**config.mk**
```make
export PLATFORM = sky130hd
export DESIGN_NAME = mixed_radix_modular_index_map
export DESIGN_NICKNAME = d
export VERILOG_FILES = /design/src/rtl/mrim_pkg.sv /design/src/rtl/mixed_radix_modular_index_map.sv
export SDC_FILE = /design/constraint.sdc
export NUM_CORES = 1
export LEC_CHECK = 0
export ABC_AREA = 1
export BUFFER_PORTS_ARGS = -buffer_cell sky130_fd_sc_hd__buf_2
export CAP_MARGIN = 25
export CELL_PAD_IN_SITES_DETAIL_PLACEMENT = 1
export CELL_PAD_IN_SITES_GLOBAL_PLACEMENT = 1
export CORE_ASPECT_RATIO = 0.9
export CORE_MARGIN = 5
export CORE_UTILIZATION = 43
export DETAILED_ROUTE_END_ITERATION = 12
export PLACE_DENSITY_LB_ADDON = 0.1
export SETUP_SLACK_MARGIN = 0.02
export SYNTH_ARGS = -nofsm -noshare
export SYNTH_HDL_FRONTEND = slang
export SYNTH_SLANG_ARGS = --single-unit
export TNS_END_PERCENT = 10
```
**constraint.sdc**
```tcl
create_clock -name clock -period 6.6 [get_ports clock]
set_input_delay 1.32 -clock clock [delete_from_list [all_inputs] [get_ports clock]]
set_output_delay 1.32 -clock clock [all_outputs]
set_load 0.05 [all_outputs]
```
**src/rtl/mrim_pkg.sv**
```systemverilog
`timescale 1ns / 1ps

package mrim_pkg;

   // Default sizing
   localparam int MAX_DIGITS_DEF = 4;
   localparam int VALUE_BITS_DEF = 16;

   // Fixed port widths
   localparam int SIZE_BITS    = 16;
   localparam int NDIG_BITS    = 3;
   localparam int FIELD_BITS   = 16;
   localparam int PACKED_BITS  = 64;
   localparam int CSR_IDX_BITS = 2;
   localparam int CSR_DATA_BITS = 64;

   // Register indexes of the control port
   typedef enum logic [CSR_IDX_BITS-1:0] {
      CSR_MAP_SIZE     = 2'd0,
      CSR_NUM_DIGITS   = 2'd1,
      CSR_RADICES      = 2'd2,
      CSR_COEFFICIENTS = 2'd3
   } csr_index_type;

   // Sequencer states
   typedef enum logic [5:0] {
      ST_IDLE = 6'b000001,
      ST_MUL  = 6'b000010,
      ST_REM  = 6'b000100,
      ST_ADD  = 6'b001000,
      ST_EMIT = 6'b010000,
      ST_ADV  = 6'b100000
   } state_type;

endpackage

```
**src/rtl/mixed_radix_modular_index_map.sv**
```systemverilog
`timescale 1ns / 1ps

// Mixed-radix modular index map.
// Each accepted request (req_valid high, req_stall low) produces one response
// carrying the current linear index, its mapped value (sum of digit times
// coefficient, modulo map_size) and a last flag; the index and its
// mixed-radix digits then advance, wrapping to zero after the last index.
// req_restart clears index and digits before the response is formed.
// Registers are to be written through csr_write_en / csr_index / csr_wdata
// only while the block is idle; the block itself does not enforce this.
// One multiplier shared across digits and two 17-bit compare-subtracts
// (remainder step, modular add) do the work. Per digit in use: a multiply,
// 2*VALUE_BITS remainder steps (one product bit each) and a modular add.
// Then the response register is loaded and the carry steps through the
// digits it touches; the remainder loop dominates. req_stall is high from
// acceptance until the digits have advanced.
// The response sits in an output register; a stalled response only holds
// the block in its emit step, and a new request may be taken while the
// previous response is still waiting. Reset (synchronous) restores
// map_size=1, num_digits=1, zero radices and coefficients, zero index.
module mixed_radix_modular_index_map #(
   parameter int MAX_DIGITS = mrim_pkg::MAX_DIGITS_DEF,
   parameter int VALUE_BITS = mrim_pkg::VALUE_BITS_DEF
) (
   input  logic                               clock,
   input  logic                               reset,
   // Control registers
   input  logic                               csr_write_en,
   input  logic [mrim_pkg::CSR_IDX_BITS-1:0]  csr_index,
   input  logic [mrim_pkg::CSR_DATA_BITS-1:0] csr_wdata,
   // Request channel
   input  logic                               req_valid,
   output logic                               req_stall,
   input  logic                               req_restart,
   // Response channel
   output logic                               rsp_valid,
   input  logic                               rsp_stall,
   output logic [mrim_pkg::SIZE_BITS-1:0]     rsp_linear_index,
   output logic [mrim_pkg::SIZE_BITS-1:0]     rsp_mapped_value,
   output logic                               rsp_last
);
   import mrim_pkg::*;

   localparam int IDX_BITS  = (MAX_DIGITS > 1) ? $clog2(MAX_DIGITS) : 1;
   localparam int ND_BITS   = $clog2(MAX_DIGITS + 1);
   localparam int PROD_BITS = 2 * VALUE_BITS;
   localparam int CNT_BITS  = $clog2(PROD_BITS);

   // Configuration registers
   logic [SIZE_BITS-1:0]   map_size_ff,     map_size_in;
   logic [NDIG_BITS-1:0]   num_digits_ff,   num_digits_in;
   logic [PACKED_BITS-1:0] radices_ff,      radices_in;
   logic [PACKED_BITS-1:0] coefficients_ff, coefficients_in;

   // Count state
   logic [VALUE_BITS-1:0]  digit_ff [MAX_DIGITS];
   logic [VALUE_BITS-1:0]  digit_in [MAX_DIGITS];
   logic [VALUE_BITS-1:0]  position_ff, position_in;

   // Sequencer and datapath
   state_type              state_ff, state_in;
   logic [IDX_BITS-1:0]    dig_idx_ff, dig_idx_in;
   logic [CNT_BITS-1:0]    bit_cnt_ff, bit_cnt_in;
   logic [PROD_BITS-1:0]   prod_ff, prod_in;
   logic [SIZE_BITS-1:0]   rem_ff, rem_in;
   logic [SIZE_BITS-1:0]   acc_ff, acc_in;

   // Response register
   logic                   rsp_valid_ff, rsp_valid_in;
   logic [SIZE_BITS-1:0]   rsp_index_ff, rsp_index_in;
   logic [SIZE_BITS-1:0]   rsp_value_ff, rsp_value_in;
   logic                   rsp_last_ff,  rsp_last_in;

   // Derived values
   logic [SIZE_BITS-1:0]   size_eff;
   logic [ND_BITS-1:0]     used_digits;
   logic                   req_take;
   logic                   rsp_busy;
   logic                   is_last;
   logic                   last_digit;
   logic [VALUE_BITS-1:0]  digit_cur;
   logic [VALUE_BITS-1:0]  coef_cur;
   logic [VALUE_BITS-1:0]  radix_cur;
   logic [SIZE_BITS:0]     rem_trial;
   logic [SIZE_BITS:0]     acc_sum;
   logic [VALUE_BITS:0]    digit_inc;

   assign size_eff    = (map_size_ff == '0) ? SIZE_BITS'(1) : map_size_ff;
   assign used_digits = (num_digits_ff > NDIG_BITS'(MAX_DIGITS)) ?
                        ND_BITS'(MAX_DIGITS) : ND_BITS'(num_digits_ff);
   assign req_take    = req_valid && !req_stall;
   assign rsp_busy    = rsp_valid_ff && rsp_stall;
   assign is_last     = SIZE_BITS'(position_ff) >= (size_eff - SIZE_BITS'(1));
   assign last_digit  = (ND_BITS'(dig_idx_ff) + ND_BITS'(1)) == used_digits;

   assign digit_cur = digit_ff[dig_idx_ff];
   assign coef_cur  = coefficients_ff[FIELD_BITS*dig_idx_ff +: VALUE_BITS];
   assign radix_cur = radices_ff[FIELD_BITS*dig_idx_ff +: VALUE_BITS];

   // Compare-subtract operands: the remainder step and the modular add
   assign rem_trial = {rem_ff, prod_ff[PROD_BITS-1]};
   assign acc_sum   = {1'b0, acc_ff} + {1'b0, rem_ff};
   assign digit_inc = {1'b0, digit_cur} + (VALUE_BITS+1)'(1);

   assign req_stall = (state_ff != ST_IDLE);

   // Configuration writes
   always_comb begin
      map_size_in     = map_size_ff;
      num_digits_in   = num_digits_ff;
      radices_in      = radices_ff;
      coefficients_in = coefficients_ff;
      if (csr_write_en) begin
         unique case (csr_index_type'(csr_index))
            CSR_MAP_SIZE:     map_size_in     = csr_wdata[SIZE_BITS-1:0];
            CSR_NUM_DIGITS:   num_digits_in   = csr_wdata[NDIG_BITS-1:0];
            CSR_RADICES:      radices_in      = csr_wdata[PACKED_BITS-1:0];
            CSR_COEFFICIENTS: coefficients_in = csr_wdata[PACKED_BITS-1:0];
            default: ;
         endcase
      end
   end

   // Sequencer
   always_comb begin
      state_in     = state_ff;
      dig_idx_in   = dig_idx_ff;
      bit_cnt_in   = bit_cnt_ff;
      prod_in      = prod_ff;
      rem_in       = rem_ff;
      acc_in       = acc_ff;
      position_in  = position_ff;
      digit_in     = digit_ff;
      rsp_valid_in = rsp_busy;
      rsp_index_in = rsp_index_ff;
      rsp_value_in = rsp_value_ff;
      rsp_last_in  = rsp_last_ff;

      unique case (state_ff)
         ST_IDLE: begin
            if (req_take) begin
               if (req_restart) begin
                  for (int k = 0; k < MAX_DIGITS; k++) begin
                     digit_in[k] = '0;
                  end
                  position_in = '0;
               end
               acc_in     = '0;
               dig_idx_in = '0;
               state_in   = (used_digits == '0) ? ST_EMIT : ST_MUL;
            end
         end
         ST_MUL: begin
            // one product per digit on the shared multiplier
            prod_in    = PROD_BITS'(digit_cur) * PROD_BITS'(coef_cur);
            rem_in     = '0;
            bit_cnt_in = CNT_BITS'(PROD_BITS - 1);
            state_in   = ST_REM;
         end
         ST_REM: begin
            // restoring remainder, one product bit per cycle
            if (rem_trial >= {1'b0, size_eff}) begin
               rem_in = SIZE_BITS'(rem_trial - {1'b0, size_eff});
            end else begin
               rem_in = rem_trial[SIZE_BITS-1:0];
            end
            prod_in = prod_ff << 1;
            if (bit_cnt_ff == '0) begin
               state_in = ST_ADD;
            end else begin
               bit_cnt_in = bit_cnt_ff - CNT_BITS'(1);
            end
         end
         ST_ADD: begin
            // both terms below size: one subtract at most
            if (acc_sum >= {1'b0, size_eff}) begin
               acc_in = SIZE_BITS'(acc_sum - {1'b0, size_eff});
            end else begin
               acc_in = acc_sum[SIZE_BITS-1:0];
            end
            if (last_digit) begin
               state_in = ST_EMIT;
            end else begin
               dig_idx_in = dig_idx_ff + IDX_BITS'(1);
               state_in   = ST_MUL;
            end
         end
         ST_EMIT: begin
            if (!rsp_busy) begin
               rsp_valid_in = 1'b1;
               rsp_index_in = SIZE_BITS'(position_ff);
               rsp_value_in = acc_ff;
               rsp_last_in  = is_last;
               if (is_last) begin
                  for (int k = 0; k < MAX_DIGITS; k++) begin
                     digit_in[k] = '0;
                  end
                  position_in = '0;
                  state_in    = ST_IDLE;
               end else begin
                  position_in = position_ff + VALUE_BITS'(1);
                  if (used_digits == '0) begin
                     state_in = ST_IDLE;
                  end else begin
                     dig_idx_in = IDX_BITS'(used_digits - ND_BITS'(1));
                     state_in   = ST_ADV;
                  end
               end
            end
         end
         ST_ADV: begin
            // carry ripples one digit per cycle, fastest digit first
            if (digit_inc >= {1'b0, radix_cur}) begin
               digit_in[dig_idx_ff] = VALUE_BITS'(digit_inc - {1'b0, radix_cur});
               if (dig_idx_ff == '0) begin
                  state_in = ST_IDLE;
               end else begin
                  dig_idx_in = dig_idx_ff - IDX_BITS'(1);
               end
            end else begin
               digit_in[dig_idx_ff] = digit_inc[VALUE_BITS-1:0];
               state_in = ST_IDLE;
            end
         end
         default: state_in = ST_IDLE;
      endcase
   end

   // Control state
   always_ff @(posedge clock) begin
      if (reset) begin
         state_ff        <= ST_IDLE;
         rsp_valid_ff    <= 1'b0;
         map_size_ff     <= SIZE_BITS'(1);
         num_digits_ff   <= NDIG_BITS'(1);
         radices_ff      <= '0;
         coefficients_ff <= '0;
         position_ff     <= '0;
         for (int k = 0; k < MAX_DIGITS; k++) begin
            digit_ff[k] <= '0;
         end
      end else begin
         state_ff        <= state_in;
         rsp_valid_ff    <= rsp_valid_in;
         map_size_ff     <= map_size_in;
         num_digits_ff   <= num_digits_in;
         radices_ff      <= radices_in;
         coefficients_ff <= coefficients_in;
         position_ff     <= position_in;
         digit_ff        <= digit_in;
      end
   end

   // Datapath and response payload
   always_ff @(posedge clock) begin
      dig_idx_ff   <= dig_idx_in;
      bit_cnt_ff   <= bit_cnt_in;
      prod_ff      <= prod_in;
      rem_ff       <= rem_in;
      acc_ff       <= acc_in;
      rsp_index_ff <= rsp_index_in;
      rsp_value_ff <= rsp_value_in;
      rsp_last_ff  <= rsp_last_in;
   end

   assign rsp_valid        = rsp_valid_ff;
   assign rsp_linear_index = rsp_index_ff;
   assign rsp_mapped_value = rsp_value_ff;
   assign rsp_last         = rsp_last_ff;

   // Checks
   a_busy_stalls: assert property (@(posedge clock) disable iff (reset)
      (state_ff != ST_IDLE) |-> req_stall)
      else $error("request accepted while sequencer busy");

   a_restart_clears: assert property (@(posedge clock) disable iff (reset)
      (req_valid && !req_stall && req_restart) |=> (position_ff == '0))
      else $error("restart did not clear the index");

   a_last_wraps: assert property (@(posedge clock) disable iff (reset)
      (state_ff == ST_EMIT && !rsp_busy && is_last)
         |=> (position_ff == '0 && state_ff == ST_IDLE && rsp_last))
      else $error("index did not wrap after last");

endmodule
```
-- Word-level counts from Yosys, hierarchy flattened
Cells that the tools add are included.
- bits of input ports: 72
- register bits: 338
- word-level logic and storage cells: 138
- output and inout port bits: 35
- bitwise gates (word level): 2
- $add $sub $neg: 12
- eq/ne operators: 23
- shift operators: 2
- $mul: 1
- reductions and logical operators: 25
- magnitude comparators: 7
- mux-type cells: 47
- operators by type and width (operator ; number):
    $mux W64 ; 5
    $pmux W64 S3 ; 1
    $mux W16 ; 11
    $bwmux W64 ; 2
    $shiftx A64 B7 Y16 ; 2
    $pmux W16 S2 ; 3
    $pmux W32 S2 ; 1
    $ge A17 B16 Y1 ; 3
    $sub A16 B16 Y16 ; 3
    $mux W6 ; 7
    $pmux W6 S6 ; 1
    $bmux W16 S2 ; 1
    $demux W16 S2 ; 1
    $mul A16 B16 Y32 ; 1
    $ne A2 B2 Y1 const B ; 11
    $add A16 B1 Y17 const B ; 1
    $add A16 B16 Y17 ; 1
    $add A16 B1 Y16 const B ; 1
    $ge A16 B16 Y1 ; 1
    $logic_not A16 Y1 ; 1
    $sub A16 B1 Y16 const B ; 1
    $mux W5 ; 3
    $mux W2 ; 7
    $reduce_and A2 Y1 ; 7
    35 further kinds ; 43

-- Longest topological paths before layout
Gate-level depths: netlist (run 1).
- depth in word-level cells: 9
- depth in mapped cells: 35
- gate-level depth less buffers: 32

-- Least setup slack after synthesis (run 1)
No wires, ideal clock.
- path kind: register to register
- start: register dig_idx_ff[0]
- end: register prod_ff[25], data pin
- stages on the path, launching flop included: 30
- period minus slack after synthesis: 6.732 ns
- setup slack: -0.132 ns
- setup time: 0.254 ns
- arrival time: 6.478 ns
- buffers on the path: 4
- required time: 6.346 ns
- path through: edfxtp_1 -> buf_6 -> inv_8 -> buf_4 -> clkbuf_1 -> nand2_1 -> a32oi_1 -> buf_2 -> nand2_1 -> fa_1 -> inv_1 -> fa_1 -> inv_1 -> fa_1 -> inv_1 -> fa_1 -> fa_1 -> inv_1 -> fa_1 -> inv_1 -> ha_1 -> a21o_1 -> nand2_1 -> nand2_1 -> a21oi_1 -> nand3_1 -> a21o_1 -> or2_2 -> nand3_1 -> nand2_1
- word-level cells in the longest chain between the ends: 6
- RTL lines (item ; line ; source):
    start, declared ; mixed_radix_modular_index_map.sv:62 ; logic [IDX_BITS-1:0] dig_idx_ff, dig_idx_in;
    start signal, assigned ; mixed_radix_modular_index_map.sv:256 ; dig_idx_ff <= dig_idx_in;
    branches (longest 4 deep; another with $shiftx A64 B7 Y16) ; n/a ;
    $mul A16 B16 Y32 (*) ; mixed_radix_modular_index_map.sv:155 ; prod_in = PROD_BITS'(digit_cur) * PROD_BITS'(coef_cur);
    $pmux W32 S2 (*) ; mixed_radix_modular_index_map.sv:139 ; unique case (state_ff)
    net prod_in[25] ; mixed_radix_modular_index_map.sv:64 ; logic [PROD_BITS-1:0] prod_ff, prod_in;
    end signal, assigned ; mixed_radix_modular_index_map.sv:258 ; prod_ff <= prod_in;
    end, declared ; mixed_radix_modular_index_map.sv:64 ;
Mark *: on every way through the listed nets, which the timed path passes. The select of a mux whose other input is x is not followed.
A chain may end at the register's enable or synchronous reset.

-- Worst setup path in the final report (run 1)
- start: register dig_idx_ff[0]
- end: register prod_ff[27], data pin
Same word-level chain as after synthesis.

==> results.sh, run 1 <==
export IMPL_netlist_area_leader_share_pct=17.00
export IMPL_clk_insertion_delay_late_ns=0.59
export IMPL_synth_seq_cells=338
export IMPL_rows=88
export IMPL_async_flop_share_pct=0
export IMPL_nets=4391
export IMPL_dr_total_vias=26246
export IMPL_rsz0062_at_grt="yes"
export IMPL_slew_headroom_pct=27.94
export IMPL_grt_ovfl_total=0
export IMPL_cts_max_path_buffers=3
export IMPL_synthMuxAreaShare_pct=0
export IMPL_dr_pass1_iters=6
export IMPL_h_tree_depth=2
export IMPL_wl_met3_um=5942
export IMPL_die_area_um2=69270
export IMPL_fmax_ghz=0.1481
export IMPL_layout_common_cells="nand2_1, inv_1, nor2_1, a21oi_1, nand3_1"
export IMPL_ant_nets=0
export IMPL_routed_via_density=5.453
export IMPL_synth_edf_count=104
export IMPL_finalWirelength_um=106200
export IMPL_gr_usage_all_layers_pct=29.77
export IMPL_yosysSeqAreaShare_pct=28.33
export IMPL_final_common_cell="nand2_1"
export IMPL_die_y_um=250.2
export IMPL_setup_violations=16
export IMPL_place_area_um2=30320
export IMPL_ys_warn_count=0
export IMPL_synthTopCellsByArea="dfxtp_1, fa_1, nand2_1"
export IMPL_synth_xor_area_share_pct=2.860
export IMPL_finish_instance_area_um2=32990
export IMPL_clock_sinks=338
export IMPL_cts_tree="yes"
export IMPL_path_max_fanout=9
export IMPL_violations="negative setup slack"
export IMPL_area_growth_syn_to_layout_pct=19.69
export IMPL_grt_pass1_wl_um=162900
export IMPL_worst_pin_slew_ns=1.080
export IMPL_outcome="complete, but fails checks"
export IMPL_start_kind="register"
export IMPL_antenna_found_initial=0
export IMPL_syn_inst=3652
export IMPL_pin_count=107
export IMPL_worstPathArrival_ns=7.08
export IMPL_hp_class="reg2reg"
export IMPL_synthSimpleGateAreaFrac_pct=25.07
export IMPL_die_w_um=276.9
export IMPL_final_util_pct=51.66
export IMPL_drc=0
export IMPL_maxSlewViolCount=0
export IMPL_dr_wl_met2_um=49660
export IMPL_setup_slack_ns=-0.1503
export IMPL_start_util_pct=43.16
export IMPL_clk_pin_slew_worst_paths_ns=0.06
export IMPL_wl_per_cell_um=22.07
export IMPL_top_layer="met4"
export IMPL_fin_skew_ns=0.02696
export IMPL_hold_buffers=0
export IMPL_drtIter0Drc=1768
export IMPL_synthAdderAreaFrac_pct=23.14
export IMPL_worstPathRequired_ns=6.93
export IMPL_drive_gt1_share_pct=17.84
export IMPL_slowest_stage="fa_1"
export IMPL_drv_cap=0
export IMPL_synthFlopType="dfxtp_1"
export IMPL_synth_compound_area_share_pct=11.25
export IMPL_grt_max_degree=106
export IMPL_synth_top_cell_by_area="dfxtp_1"
export IMPL_cts_root_buf="clkbuf_16"
export IMPL_cp_slowest_stage_delay_ns=0.61
export IMPL_dp_hpwl_um=81510
export IMPL_hold_ws_ns=0.4619
export IMPL_syn_nets=4115
export IMPL_critPathKind="reg2reg"
export IMPL_core_region_area_um2=63860
export IMPL_portBuffers=106
export IMPL_yosysUniqueCellTypes=62
export IMPL_finalHoldViolCount=0
export IMPL_gp_congestion=0.9174
export IMPL_synth_area_um2=27560
export IMPL_met1Wirelength_um=46550
export IMPL_fin_crit_sh_pct=102.3
export IMPL_synth_top_family_by_area="simple AND/OR/NAND/NOR gates"
export IMPL_end_kind="register"
export IMPL_post_route_min_period_ns=6.750
export IMPL_grt_pass1_vias=27868
export IMPL_numCtsBuffers=41
export IMPL_avgSynthCellArea_um2=7.547
export IMPL_n_antenna_cell=0
## worst max-delay path, delay by kind of cell (launching register included)
kind,cells,cell delay (ns)
adder cells (fa/ha/maj),7,3.17
buffers and inverters,10,1.26
AND/OR/NAND/NOR,8,0.83
AO/OA/AOI/OAI,4,0.78
flip-flops,1,0.46
## path summary, 6_finish.rpt
| path | to | slack, ns | from | cells after the start |
|---|---|---|---|---|
| setup / recovery | prod_ff[27] | -0.15 | dig_idx_ff[0] | 29 |
| hold / removal | coefficients_ff[0] | 0.46 | coefficients_ff[0] | 2 |
| setup reg to reg | prod_ff[27] | -0.15 | dig_idx_ff[0] | 29 |
| hold reg to reg | coefficients_ff[0] | 0.46 | coefficients_ff[0] | 2 |
## state kept, by name, indices dropped and copies added (netlist names)
register	cells
acc_ff	16
bit_cnt_ff	5
coefficients_ff	64
dig_idx_ff	2
digit_ff	64
map_size_ff	16
num_digits_ff	3
position_ff	16
prod_ff	32
radices_ff	64
rem_ff	16
rsp_last	1
rsp_linear_index	16
rsp_mapped_value	16
rsp_valid	1
state_ff	6
## logic make-up (layout without fill, tap and decap cells)
kind of cell | count (synthesis) | count (layout)
AOI/OAI and AO/OA | 549 | 549
xor gates and xnor gates | 90 | 90
and+or+nand+nor | 1642 | 1642
adders and majority gates | 391 | 391
buffers and inverters | 642 | 948
DFF | 338 | 338
## repair_timing
item	CTS	global route
resized for setup	196	46
gates cloned	2	0
setup endpoints to repair	20	21
pin swaps	111	28
hold endpoints to repair	0	0
setup buffers	40	7
## cell type report
type	instances	area (um^2)
clock buffers	64	1209
repair buffers	387	2995
inverters	488	1877
clock inverters	9	107.6
multi-input cells	2672	17920
well taps	855	1070
fillers	7952	30870
flip-flops and latches	338	7807
## stage by stage
step	setup WS [ns]	cells	TNS, ns
6_report	-0.1503	4813	-1.136
5_1_grt	-0.3839	4813	-5.679
4_1_cts	-0.005017	4805	-0.005017
3_5_place_dp	-0.4668	4690	-4.744
3_3_place_gp	-0.3636	4688	-3.319
2_1_floorplan	0.01106	3652	0
## layer usage
metal	vias to the layer above	track usage [%]
li1	12284	-
met1	13125	39.29
met2	661	49.87
met3	176	5.107
met4	0	10.04
met5	-	0
## synthesized netlist by cell type, types with 11 or more instances
library cell  count
fa_1            198
edfxtp_1        104
nand3_1         252
buf_2            42
nand4_1          21
or2_2            14
buf_6            11
nor3_1           30
dfxtp_1         234
a21o_1           12
o21ai_0         160
a32oi_1          12
nand2_1         851
ha_1            193
inv_1           473
xor2_1           57
o21bai_1         12
nor2_1          406
clkbuf_1         87
xnor2_1          33
a32o_1           15
nand2_2          20
a21oi_1         290
Power of run 1 is left out: the tool's default activity adds up to more than one toggle a clock period on the data nets, which glitch-free logic cannot reach.
==> run 2: changes to the inputs <==
--- a/config.mk
+++ b/config.mk
@@ -6,7 +6,7 @@
 export NUM_CORES = 1
 export LEC_CHECK = 0
 export ABC_AREA = 1
-export BUFFER_PORTS_ARGS = -buffer_cell sky130_fd_sc_hd__buf_2
+export BUFFER_PORTS_ARGS = -buffer_cell sky130_fd_sc_hd__buf_4
 export CAP_MARGIN = 25
 export CELL_PAD_IN_SITES_DETAIL_PLACEMENT = 1
 export CELL_PAD_IN_SITES_GLOBAL_PLACEMENT = 1
@@ -15,6 +15,7 @@
 export CORE_UTILIZATION = 43
 export DETAILED_ROUTE_END_ITERATION = 12
 export PLACE_DENSITY_LB_ADDON = 0.1
+export RECOVER_POWER = 50
 export SETUP_SLACK_MARGIN = 0.02
 export SYNTH_ARGS = -nofsm -noshare
 export SYNTH_HDL_FRONTEND = slang
==> run 2 against run 1 <==
  * The flow now finishes without violations
  * Clock skew shrank 0.0028 ns
  * Fmax grew 2.5%
  * Cell count is essentially flat
  * Die area is the same
  * Sequential share of layout area shrank 0.44 points
==> results.sh, run 2 (same netlist as run 1, synthesis figures left out) <==
export IMPL_core_region_area_um2=63860
export IMPL_grt_ovfl_total=0
export IMPL_cp_slowest_stage_delay_ns=0.57
export IMPL_rr_startpoint="dig_idx_ff[0]"
export IMPL_gp_congestion=0.9438
export IMPL_slowest_stage="fa_1"
export IMPL_rsz0062_at_grt="yes"
export IMPL_start_util_pct=43.16
export IMPL_hold_ws_ns=0.4650
export IMPL_fin_crit_sh_pct=99.76
export IMPL_clk_insertion_delay_late_ns=0.59
export IMPL_drc=0
export IMPL_setup_slack_ns=0.01584
export IMPL_gr_usage_all_layers_pct=30.21
export IMPL_clock_sinks=338
export IMPL_cts_root_buf="clkbuf_16"
export IMPL_worstPathArrival_ns=6.93
export IMPL_worstPathRequired_ns=6.94
export IMPL_h_tree_depth=2
export IMPL_drive_gt1_share_pct=18.61
export IMPL_fin_tns_setup_ns=0
export IMPL_end_kind="register"
export IMPL_numCtsBuffers=41
export IMPL_n_fill_cell=7843
export IMPL_slew_headroom_pct=31.99
export IMPL_reg_top3="coefficients_ff (64), digit_ff (64), radices_ff (64)"
export IMPL_path_max_fanout=7
export IMPL_finalHoldViolCount=0
export IMPL_pin_count=107
export IMPL_rows=88
export IMPL_worst_pin_slew_ns=1.019
export IMPL_die_w_um=276.9
export IMPL_dr_total_vias=26465
export IMPL_nets=4387
export IMPL_portBuffers=106
export IMPL_cts_max_path_buffers=3
export IMPL_outcome="finished, final reports clean"
export IMPL_drv_cap=0
export IMPL_hold_buffers=0
export IMPL_antenna_found_initial=1
export IMPL_hold_path_startpoint="digit_ff[46]"
export IMPL_grt_pass1_wl_um=165700
export IMPL_dr_pass1_iters=5
export IMPL_finalWirelength_um=108400
export IMPL_wl_per_cell_um=22.53
export IMPL_setup_violations=0
export IMPL_area_growth_syn_to_layout_pct=21.98
export IMPL_final_common_cell="nand2_1"
export IMPL_layout_common_cells="nand2_1, inv_1, nor2_1, buf_4, a21oi_1"
export IMPL_post_route_min_period_ns=6.584
export IMPL_critPathKind="reg2reg"
export IMPL_place_ws_ns=-0.3524
export IMPL_fmax_ghz=0.1519
export IMPL_start_kind="register"
export IMPL_clk_pin_slew_worst_paths_ns=0.06
export IMPL_routed_via_density=5.502
export IMPL_die_y_um=250.2
export IMPL_drtIter0Drc=1870
export IMPL_grt_pass1_vias=28038
export IMPL_critical_path_startpoint="dig_idx_ff[0]"
export IMPL_placed_cells=4677
export IMPL_die_area_um2=69270
export IMPL_maxSlewViolCount=0
export IMPL_fin_skew_ns=0.02420
export IMPL_fin_cells=4810
export IMPL_hp_class="reg2reg"
export IMPL_ant_nets=0
export IMPL_n_antenna_cell=0
export IMPL_cts_tree="yes"
export IMPL_grt_max_degree=93
export IMPL_dp_hpwl_um=83710
==> run 2: changes by cell type in the layout (fill, tap and decap cells not counted), sizes merged <==
cell | before | now
inv | 481 | 486
bufinv | 1 | 2
buf | 387 | 379
clkbuf | 64 | 58
clkinv | 12 | 17
==> run 2: final cells by class <==
cell class	instances	area [um^2]	area share, %
clock buffers	56	1172	3.487
multi-input cells	2672	18050	53.70
flip-flops and latches	338	7807	23.22
clock inverters	18	195.2	0.5806
repair buffers	381	3397	10.10
well taps	855	1070	3.182
inverters	488	1886	5.609
repair inverters	2	36.28	0.1079
==> run 2: worst max-delay path: cells and delay by family, from the launching register on <==
family / cells / cell delay [ns]
compound gates: 2 / 0.48
fa+ha+maj: 7 / 3.35
buf+inv: 8 / 0.89
flops: 1 / 0.43
simple gates: 11 / 1.17
==> run 2: final timing paths <==
check	to	slack, ns	cells after the start
min	digit_ff[46]	0.47	2
min reg2reg	digit_ff[46]	0.47	2
max	prod_ff[27]	0.02	28
max reg2reg	prod_ff[27]	0.02	28
==> run 2: per-layer routing <==
layer | up-vias | track usage, % | share of wire [%]
met1 | 13309 | 42.76 | 46
met2 | 704 | 49.22 | 46
met5 | - | 0 | 0.0065
met3 | 167 | 4.231 | 5.6
met4 | 2 | 7.467 | 2.8
li1 | 12283 | - | -
==> run 2: what timing repair did <==
item,in CTS,in global routing
pin swaps,30,95
setup endpoints to repair,21,21
cloned,2,3
setup buffers,18,35
resized for setup,86,206
==> run 2: metrics by stage <==
stage	area, um^2	utilization, %
after global routing	33620	52.64
after global placement	30530	47.80
after CTS	32510	50.91
after detailed placement	30580	47.88
final	33620	52.64
after floorplan	27600	-
Power of run 2 is left out for the same reason.
==> run 3: changes to the inputs <==
--- a/config.mk
+++ b/config.mk
@@ -10,10 +10,11 @@
 export CAP_MARGIN = 25
 export CELL_PAD_IN_SITES_DETAIL_PLACEMENT = 1
 export CELL_PAD_IN_SITES_GLOBAL_PLACEMENT = 1
-export CORE_ASPECT_RATIO = 0.9
+export CORE_ASPECT_RATIO = 1.1
 export CORE_MARGIN = 5
 export CORE_UTILIZATION = 43
 export DETAILED_ROUTE_END_ITERATION = 12
+export GPL_ROUTABILITY_DRIVEN = 0
 export PLACE_DENSITY_LB_ADDON = 0.1
 export RECOVER_POWER = 50
 export SETUP_SLACK_MARGIN = 0.02
==> run 3 against run 2 <==
  * The run now ends with max-capacitance violations, max-slew violations, negative setup slack left
  * Non-clock buffer count fell by 15
  * Largest cell class unchanged
  * Die area about the same
  * Highest routed layer is now met4
  * Sequential share of layout area is 0.55 points higher
  * Routed wire length shrank 7.3%
  * Cell count fell by 0.58%
  * Critical endpoint is now prod_ff[25]
==> results.sh, run 3 (same netlist as run 1, synthesis figures left out) <==
export IMPL_post_route_min_period_ns=6.662
export IMPL_worstPathRequired_ns=6.93
export IMPL_slowest_stage="fa_1"
export IMPL_fin_tns_setup_ns=-0.1436
export IMPL_ant_nets=0
export IMPL_grt_max_degree=104
export IMPL_clk_pin_slew_worst_paths_ns=0.07
export IMPL_rows=97
export IMPL_gr_usage_all_layers_pct=28.29
export IMPL_worst_pin_slew_ns=4.376
export IMPL_h_tree_depth=2
export IMPL_placed_cells=4669
export IMPL_finalHoldViolCount=0
export IMPL_die_w_um=251.4
export IMPL_hold_ws_ns=0.4593
export IMPL_place_ws_ns=-0.3435
export IMPL_fin_skew_ns=0.04019
export IMPL_clock_sinks=338
export IMPL_cts_root_buf="clkbuf_16"
export IMPL_reg_top3="coefficients_ff (64), digit_ff (64), radices_ff (64)"
export IMPL_portBuffers=106
export IMPL_die_y_um=275.5
export IMPL_clk_insertion_delay_late_ns=0.61
export IMPL_slew_headroom_pct=-191.7
export IMPL_area_growth_syn_to_layout_pct=19.15
export IMPL_violations="max-capacitance violations, max-slew violations, negative setup slack"
export IMPL_maxSlewViolCount=439
export IMPL_hp_class="reg2reg"
export IMPL_finalWirelength_um=100500
export IMPL_setup_slack_ns=-0.06203
export IMPL_drive_gt1_share_pct=15.13
export IMPL_cts_max_path_buffers=3
export IMPL_worstPathArrival_ns=6.99
export IMPL_pin_count=107
export IMPL_grt_pass1_vias=28013
export IMPL_die_area_um2=69270
export IMPL_end_kind="register"
export IMPL_critPathKind="reg2reg"
export IMPL_dr_pass1_iters=5
export IMPL_cts_tree="yes"
export IMPL_dr_total_vias=26274
export IMPL_rsz0062_at_grt="yes"
export IMPL_drtIter0Drc=1495
export IMPL_critical_path_startpoint="dig_idx_ff[0]"
export IMPL_final_common_cell="nand2_1"
export IMPL_hold_path_startpoint="coefficients_ff[15]"
export IMPL_setup_violations=4
export IMPL_drv_cap=7
export IMPL_crit_top_cell="fa_1"
export IMPL_nets=4370
export IMPL_start_util_pct=43.34
export IMPL_cp_slowest_stage_delay_ns=0.55
export IMPL_rr_startpoint="dig_idx_ff[0]"
export IMPL_fin_cells=4782
export IMPL_hold_buffers=0
export IMPL_layout_common_cells="nand2_1, inv_1, nor2_1, buf_4, a21oi_1"
export IMPL_dp_hpwl_um=77300
export IMPL_n_fill_cell=7922
export IMPL_grt_pass1_wl_um=156100
export IMPL_path_max_fanout=13
export IMPL_wl_per_cell_um=21.02
export IMPL_fin_crit_sh_pct=100.9
export IMPL_grt_ovfl_total=0
export IMPL_start_kind="register"
export IMPL_antenna_found_initial=1
export IMPL_core_region_area_um2=63600
export IMPL_routed_via_density=5.494
export IMPL_drc=0
export IMPL_numCtsBuffers=41
export IMPL_fmax_ghz=0.1501
export IMPL_outcome="complete, but fails checks"
run 3: cell types whose count changed in the layout (fill, tap and decap cells not counted), sizes merged, moves of 5 or more:
cell	change
inv	-6
clkbuf	+45
clkinvlp	+5
buf	-60
run 3: area by class of cell:
| type | instances | area (um^2) | area share [%] |
|---|---|---|---|
| inverters | 488 | 1878 | 5.719 |
| diodes | 1 | 2.502 | 0.007620 |
| clock buffers | 57 | 1180 | 3.593 |
| flip-flops and latches | 338 | 7807 | 23.77 |
| repair buffers | 366 | 2964 | 9.026 |
| clock inverters | 19 | 236.5 | 0.7201 |
| well taps | 841 | 1052 | 3.204 |
| multi-input cells | 2672 | 17720 | 53.96 |
run 3: worst max-delay path, delay by kind of cell, from the launching register on:
family	cells	cell delay (ns)
adders and majority gates	7	3.40
buffers and inverters	9	1.04
and+or+nand+nor	9	0.94
AOI/OAI and AO/OA	3	0.55
DFF	1	0.46
run 3: what timing repair did:
action,4_1_cts,5_1_grt
endpoints found under the hold margin,0,0
cloned,2,2
resized for setup,89,80
pin swaps,46,52
endpoints found under the setup margin,20,20
setup buffers,13,18
run 3: path summary, 6_finish.rpt:
kind	endpoint	slack, ns	cells past startpoint
hold reg to reg	coefficients_ff[15]	0.46	2
hold / removal	coefficients_ff[15]	0.46	2
setup / recovery	prod_ff[25]	-0.06	28
setup reg to reg	prod_ff[25]	-0.06	28
run 3: metrics by stage:
| step | instance area, um^2 | utilization, % |
|---|---|---|
| after detailed placement | 30560 | 48.05 |
| after floorplan | 27600 | - |
| after global routing | 32840 | 51.63 |
| after global placement | 30530 | 48.01 |
| after CTS | 32530 | 51.15 |
| final | 32840 | 51.64 |
run 3: metal layers:
layer | track usage [%] | wire length [um] | vias to the layer above
li1 | - | - | 12236
met1 | 35.32 | 41430 | 13146
met2 | 50.91 | 50660 | 682
met3 | 3.223 | 4633 | 210
met4 | 9.853 | 3799 | 0
met5 | 0 | 0 | -
Power of run 3 is left out for the same reason.
